[config.mk]
export PLATFORM = sky130hd
export DESIGN_NAME = gspe_ctrl
export DESIGN_NICKNAME = d
export VERILOG_FILES = /design/src/gspe_pkg.sv /design/src/gspe_ctrl.sv
export SDC_FILE = /design/constraint.sdc
export NUM_CORES = 1
export LEC_CHECK = 0
export BUFFER_PORTS_ARGS = -buffer_cell sky130_fd_sc_hd__buf_2
export CELL_PAD_IN_SITES_DETAIL_PLACEMENT = 0
export CELL_PAD_IN_SITES_GLOBAL_PLACEMENT = 1
export CORE_MARGIN = 2
export CORE_UTILIZATION = 26
export CTS_CLUSTER_SIZE = 30
export DETAILED_ROUTE_END_ITERATION = 10
export PLACE_DENSITY_LB_ADDON = 0.1
export SLEW_MARGIN = 20
export SYNTH_ARGS = -nofsm -noshare
export SYNTH_HDL_FRONTEND = slang
export SYNTH_SLANG_ARGS = --single-unit
[constraint.sdc]
create_clock -name clk -period 1.55 [get_ports clk]
set_input_delay 0.465 -clock clk [delete_from_list [all_inputs] [get_ports clk]]
set_output_delay 0.465 -clock clk [all_outputs]
set_load 0.005 [all_outputs]
[src/gspe_pkg.sv]
// Shared constants, types and command/status structs for the shortest path engine.
// No dependencies; used by the controller, the datapath and the top level.
`default_nettype none
package gspe_pkg;
  localparam int MaxNodes   = 64;
  localparam int NodeBits   = $clog2(MaxNodes);
  localparam int SlotBits   = 2 * NodeBits;
  localparam int WeightBits = 16;
  localparam int DistBits   = 22;
  localparam logic [DistBits-1:0] DistMax = {DistBits{1'b1}};

  localparam logic [2:0] OP_NEW    = 3'd0;
  localparam logic [2:0] OP_CREATE = 3'd1;
  localparam logic [2:0] OP_EDGE   = 3'd2;
  localparam logic [2:0] OP_DELETE = 3'd3;
  localparam logic [2:0] OP_QUERY  = 3'd4;

  typedef logic [NodeBits-1:0] node_t;
  typedef logic [DistBits-1:0] dist_t;

  // commands from controller to datapath
  typedef struct packed {
    logic  load;       // capture input item
    logic  new_graph;  // apply node_count to presence map
    logic  set_pres;   // set presence of node_a
    logic  clr_pres;   // clear presence of node_a
    logic  clr_row;    // clear valid of edge (node_a, idx)
    logic  clr_col;    // clear valid of edge (idx, node_a)
    logic  clr_all;    // clear valid of edges (row_idx, idx)
    logic  edge_wr;    // write edge (node_a, node_b)
    logic  q_init;     // init scratch for query
    logic  relax_rd;   // issue edge and distance read (u, idx); relax follows in the next cycle
    logic  scan;       // issue distance read at idx; compare follows in the next cycle
    logic  scan_clr;   // reset scan result
    logic  settle;     // u <- best, du <- distance of best
    logic  res_rd;     // read distance of node_b for the result
    logic  idx_clr;
    logic  idx_inc;
    logic  row_inc;
    logic  finish;     // form result
  } cmd_t;

  typedef struct packed {
    logic [2:0] op;
    logic       a_live;
    logic       b_live;
    logic       a_in;    // node_a in range
    logic       idx_last;
    logic       row_last;
    logic       found;
  } stat_t;
endpackage
`default_nettype wire

[src/gspe_ctrl.sv]
// Controller state machine: sequences sweeps, relaxation and minimum scans.
// Depends on gspe_pkg.
`default_nettype none
module gspe_ctrl (
  input  wire logic           clk,
  input  wire logic           rst_n,
  input  wire logic           in_fire,
  output logic                busy,
  output logic                done,
  input  wire gspe_pkg::stat_t stat,
  output gspe_pkg::cmd_t      cmd
);
  import gspe_pkg::*;

  localparam logic [3:0] S_IDLE  = 4'd0;
  localparam logic [3:0] S_DEC   = 4'd1;
  localparam logic [3:0] S_ROW   = 4'd2;
  localparam logic [3:0] S_COL   = 4'd3;
  localparam logic [3:0] S_ALL   = 4'd4;
  localparam logic [3:0] S_RELAX = 4'd5;
  localparam logic [3:0] S_RLAST = 4'd6;
  localparam logic [3:0] S_SCAN  = 4'd7;
  localparam logic [3:0] S_PICK  = 4'd8;
  localparam logic [3:0] S_DONE  = 4'd9;
  localparam logic [3:0] S_SLAST = 4'd10;

  logic [3:0] state_r, state_nxt;

  always_comb begin
    state_nxt = state_r;
    cmd       = '0;
    unique case (state_r)
      S_IDLE: begin
        if (in_fire) begin
          cmd.load    = 1'b1;
          cmd.idx_clr = 1'b1;
          state_nxt   = S_DEC;
        end
      end
      S_DEC: begin
        state_nxt = S_DONE;
        unique case (stat.op)
          OP_NEW: begin
            state_nxt = S_ALL;
          end
          OP_CREATE: begin
            cmd.set_pres = 1'b1;
            state_nxt    = S_ROW;
          end
          OP_EDGE: begin
            cmd.edge_wr = stat.a_live && stat.b_live;
          end
          OP_DELETE: begin
            if (stat.a_live) begin
              cmd.clr_pres = 1'b1;
              state_nxt    = S_ROW;
            end
          end
          OP_QUERY: begin
            if (stat.a_live && stat.b_live) begin
              cmd.q_init = 1'b1;
              state_nxt  = S_RELAX;
            end
          end
          default: state_nxt = S_DONE;
        endcase
      end
      S_ROW: begin
        cmd.clr_row = 1'b1;
        cmd.idx_inc = 1'b1;
        if (stat.idx_last) state_nxt = (stat.op == OP_DELETE) ? S_COL : S_DONE;
      end
      S_COL: begin
        cmd.clr_col = 1'b1;
        cmd.idx_inc = 1'b1;
        if (stat.idx_last) state_nxt = S_DONE;
      end
      S_ALL: begin
        cmd.clr_all = 1'b1;
        cmd.idx_inc = 1'b1;
        if (stat.idx_last) begin
          cmd.row_inc = 1'b1;
          if (stat.row_last) begin
            cmd.new_graph = 1'b1;
            state_nxt     = S_DONE;
          end
        end
      end
      S_RELAX: begin
        // read issued at idx, relax applied in the next cycle
        cmd.relax_rd = 1'b1;
        cmd.idx_inc  = 1'b1;
        if (stat.idx_last) state_nxt = S_RLAST;
      end
      S_RLAST: begin
        cmd.scan_clr = 1'b1;
        state_nxt    = S_SCAN;
      end
      S_SCAN: begin
        cmd.scan    = 1'b1;
        cmd.idx_inc = 1'b1;
        if (stat.idx_last) state_nxt = S_SLAST;
      end
      S_SLAST: begin
        // last compare lands here
        state_nxt = S_PICK;
      end
      S_PICK: begin
        if (stat.found) begin
          cmd.settle = 1'b1;
          state_nxt  = S_RELAX;
        end else begin
          cmd.res_rd = 1'b1;
          state_nxt  = S_DONE;
        end
      end
      S_DONE: begin
        cmd.finish = 1'b1;
        state_nxt  = S_IDLE;
      end
      default: state_nxt = S_IDLE;
    endcase
  end

  assign busy = (state_r != S_IDLE);
  assign done = (state_r == S_DONE);

  always_ff @(posedge clk) begin
    if (!rst_n) state_r <= S_IDLE;
    else        state_r <= state_nxt;
  end

  a_load_idle: assert property (@(posedge clk) disable iff (!rst_n)
    cmd.load |-> state_r == S_IDLE) else $error("load outside idle");
  a_done_then_idle: assert property (@(posedge clk) disable iff (!rst_n)
    done |=> state_r == S_IDLE) else $error("done not followed by idle");
  a_settle_found: assert property (@(posedge clk) disable iff (!rst_n)
    cmd.settle |-> stat.found) else $error("settle without candidate");
endmodule
`default_nettype wire

==> impl_metrics.env <==
export IMPL_status="complete, but fails checks"
export IMPL_violated_checks="negative setup slack"
export IMPL_largest_net_degree_at_the_start_of_global_routing=9
export IMPL_route_final_wire_length_mm=2.46
export IMPL_timing_worst_slew_pin_value_ns=0.444
export IMPL_fp_dieArea_sq_um=2710
export IMPL_netlist_area_leader_share=0.133
export IMPL_power_density_nw_per_um2=875
export IMPL_fill_count=206
export IMPL_grt_usage=0.192
export IMPL_ys_dominant_reg_cell="sky130_fd_sc_hd__dfxtp_1"
export IMPL_first_global_vias=861
export IMPL_hp_start="rst_n"
export IMPL_synthDistinctLibCells=37
export IMPL_gp_congestion=0.812
export IMPL_timing_critical_path_buf_inv=1
export IMPL_yosysWarnings=0
export IMPL_synth_async_reset_ratio=0
export IMPL_stdcell_area_sq_um=1300
export IMPL_criticalPathCategory="reg2out"
export IMPL_cts_buffer_count=3
export IMPL_drcViolationCount=0
export IMPL_clock_sinks=4
export IMPL_post_route_util=0.595
export IMPL_clock_insertion_delay_worst_skew_ns=0.23
export IMPL_clkSlewWorstSetupHoldPaths_ns=0.04
export IMPL_viasPerCell=5.14
export IMPL_rsz0062_at_grt="true"
export IMPL_synthCells=90
export IMPL_setup_reg_to_reg_worst_slack_ns=-0.05
export IMPL_timing_final_hold_violations=0
export IMPL_final_antenna_violating_net_count=0
export IMPL_power_leakage_nw=0.589
export IMPL_placed_cells=162
export IMPL_maxSlewHeadroom=0.703
export IMPL_setup_slack_ns=-0.274
export IMPL_worstPathRequired_ns=1.08
export IMPL_grt_overflow_total=0
export IMPL_critical_path_startpoint_type="flop"
export IMPL_timing_final_crit_period_ns=1.82
export IMPL_cts_tree="done"
export IMPL_timing_critical_path_from="state_r[3]"
export IMPL_maxUsedRoutingLayer="met3"
export IMPL_worst_hold_path_type="in2reg"
export IMPL_initial_utilization=0.274
export IMPL_design_core_area_sq_um=2190
export IMPL_met3RoutedLength_um=81
export IMPL_placement_cell_area_sq_um=937
export IMPL_path_delay_family="simple AND/OR/NAND/NOR gates"
export IMPL_total_power_mw=1.14
export IMPL_drt_pass1_iter_count=4
export IMPL_synthTopCellsByCount="sky130_fd_sc_hd__nand2_1, sky130_fd_sc_hd__nor2_1, sky130_fd_sc_hd__nor3_1"
export IMPL_post_dp_hpwl_mm=1.68
export IMPL_area_delta_synth_final_pct=117
export IMPL_die_x_um=52.1
export IMPL_yosysSeqAreaShare=0.133
export IMPL_clock_tree_root_cell="sky130_fd_sc_hd__clkbuf_4"
export IMPL_finalMaxSlewViolations=0
export IMPL_syn_area_sq_um=601
export IMPL_path_max_fanout=2
export IMPL_setup_worst_path_end_class="output port"
export IMPL_clock_skew_final_ns=0.000779
export IMPL_boundaryPins=32
export IMPL_wl_met1_mm=1.11
export IMPL_placement_rows=17
export IMPL_synthesized_area_per_cell_sq_um=6.67
export IMPL_top_register="state_r"
export IMPL_crit_chain="nand2b_4 > nor3_4 > nand4b_1 > nor3b_2 > buf_2"
export IMPL_n_antenna_cell=0
export IMPL_synth_seq_cells=4
export IMPL_synth_fp_nets=102
export IMPL_max_stage_delay_ns=0.31
export IMPL_worst_r2r_startpoint="state_r[0]"
export IMPL_die_height_um=52.1
export IMPL_final_cell_count_no_fill=176
export IMPL_drt_iter0_markers=11
export IMPL_h_tree_depth=1
export IMPL_finalSetupViolCount=24
export IMPL_grt_first_pass_wirelength_mm=3.94
export IMPL_met2_wirelength_mm=1.27
export IMPL_final_period_utilization=1.18
export IMPL_largestRegisters="state_r (4)"
export IMPL_synth_area_leaders="sky130_fd_sc_hd__dfxtp_1, sky130_fd_sc_hd__nor3_1, sky130_fd_sc_hd__nand2_1, sky130_fd_sc_hd__nor2_1, sky130_fd_sc_hd__o21ai_0"
export IMPL_synth_edf_count=0
export IMPL_cp_slowest_cell="sky130_fd_sc_hd__dfxtp_2"
export IMPL_cts_max_path_buffers=2
export IMPL_portBuffers=30
export IMPL_ir_worst_vdd_uv=583
export IMPL_largest_register_ffs=4
export IMPL_wl_per_cell_um=14.0
export IMPL_netlist_top_cell_by_area="sky130_fd_sc_hd__dfxtp_1"
export IMPL_maxCapViolations=0
export IMPL_initial_antenna_violation_count=0
export IMPL_crit_arrival_ns=1.36
export IMPL_routed_vias=905
export IMPL_fmax_ghz=0.548
export IMPL_fin_nets=162
export IMPL_layout_drive_gt1_share=0.723
## report_power, final
part | internal, mW | switching, mW
Combinational | 0.453 | 0.404
Clock | 0.0866 | 0.0424
Sequential | 0.127 | 0.0260
## repair_timing
| item | CTS | global route |
|---|---|---|
| hold buffers | 0 | 0 |
| buffers inserted | 12 | 5 |
| pin swaps | 10 | 20 |
| setup endpoints to repair | 24 | 24 |
| gates resized for setup | 58 | 15 |
## area by class of cell
class,instances,area [sq um],share of cell area
clock buffer,3,22.5,0.0173
inverter,4,20.0,0.0154
multi-input combinational,72,641,0.492
sequential,4,92.6,0.0711
tap,28,35.0,0.0269
timing repair buffer,65,492,0.378
## per-stage QoR
stage          setup TNS [ns]  setup slack (ns)  hold WS, ns
3_3_place_gp           -0.522            -0.171        0.592
3_5_place_dp           -0.636            -0.167        0.592
6_report                -2.49            -0.274        0.514
2_1_floorplan         -0.0201           -0.0201        0.596
4_1_cts                 -3.08            -0.292        0.488
5_1_grt                 -3.91            -0.383        0.512
## cells by family (layout without fill, tap and decap cells)
kind of cell           Yosys count  after routing  share of synthesized area
AND/OR/NAND/NOR                 49             49                      0.458
AO/OA/AOI/OAI                   23             23                      0.294
buffers and inverters           14             72                      0.115
flip-flops                       4              4                      0.133
## per-layer routing
metal,vias to the layer above,global-route usage
li1,456,-
met1,430,0.261
met2,19,0.319
met3,0,0.0201
met4,0,0.0526
met5,-,0
## path summary, 6_finish.rpt
kind / end / depth (start not counted)
max: cmd[9] / 5
min reg2reg: state_r[1] / 3
max reg2reg: state_r[0] / 5
min: state_r[0] / 2
## layout by cell type, fill, tap and decap left out, types with 3 or more instances in the layout
cell and count:
sky130_fd_sc_hd__buf_2 27, sky130_fd_sc_hd__buf_4 21, sky130_fd_sc_hd__buf_6 15, sky130_fd_sc_hd__nor3_2 5, sky130_fd_sc_hd__nor2_4 4, sky130_fd_sc_hd__nand2_4 4, sky130_fd_sc_hd__o21ai_0 4, sky130_fd_sc_hd__nor2_1 3
sky130_fd_sc_hd__nor3_4 3, sky130_fd_sc_hd__nand3b_1 3, sky130_fd_sc_hd__nor2b_1 3, sky130_fd_sc_hd__nand2_1 3, sky130_fd_sc_hd__clkbuf_4 3, sky130_fd_sc_hd__dfxtp_4 3
Note: power is estimated with default switching activity, not from simulation.
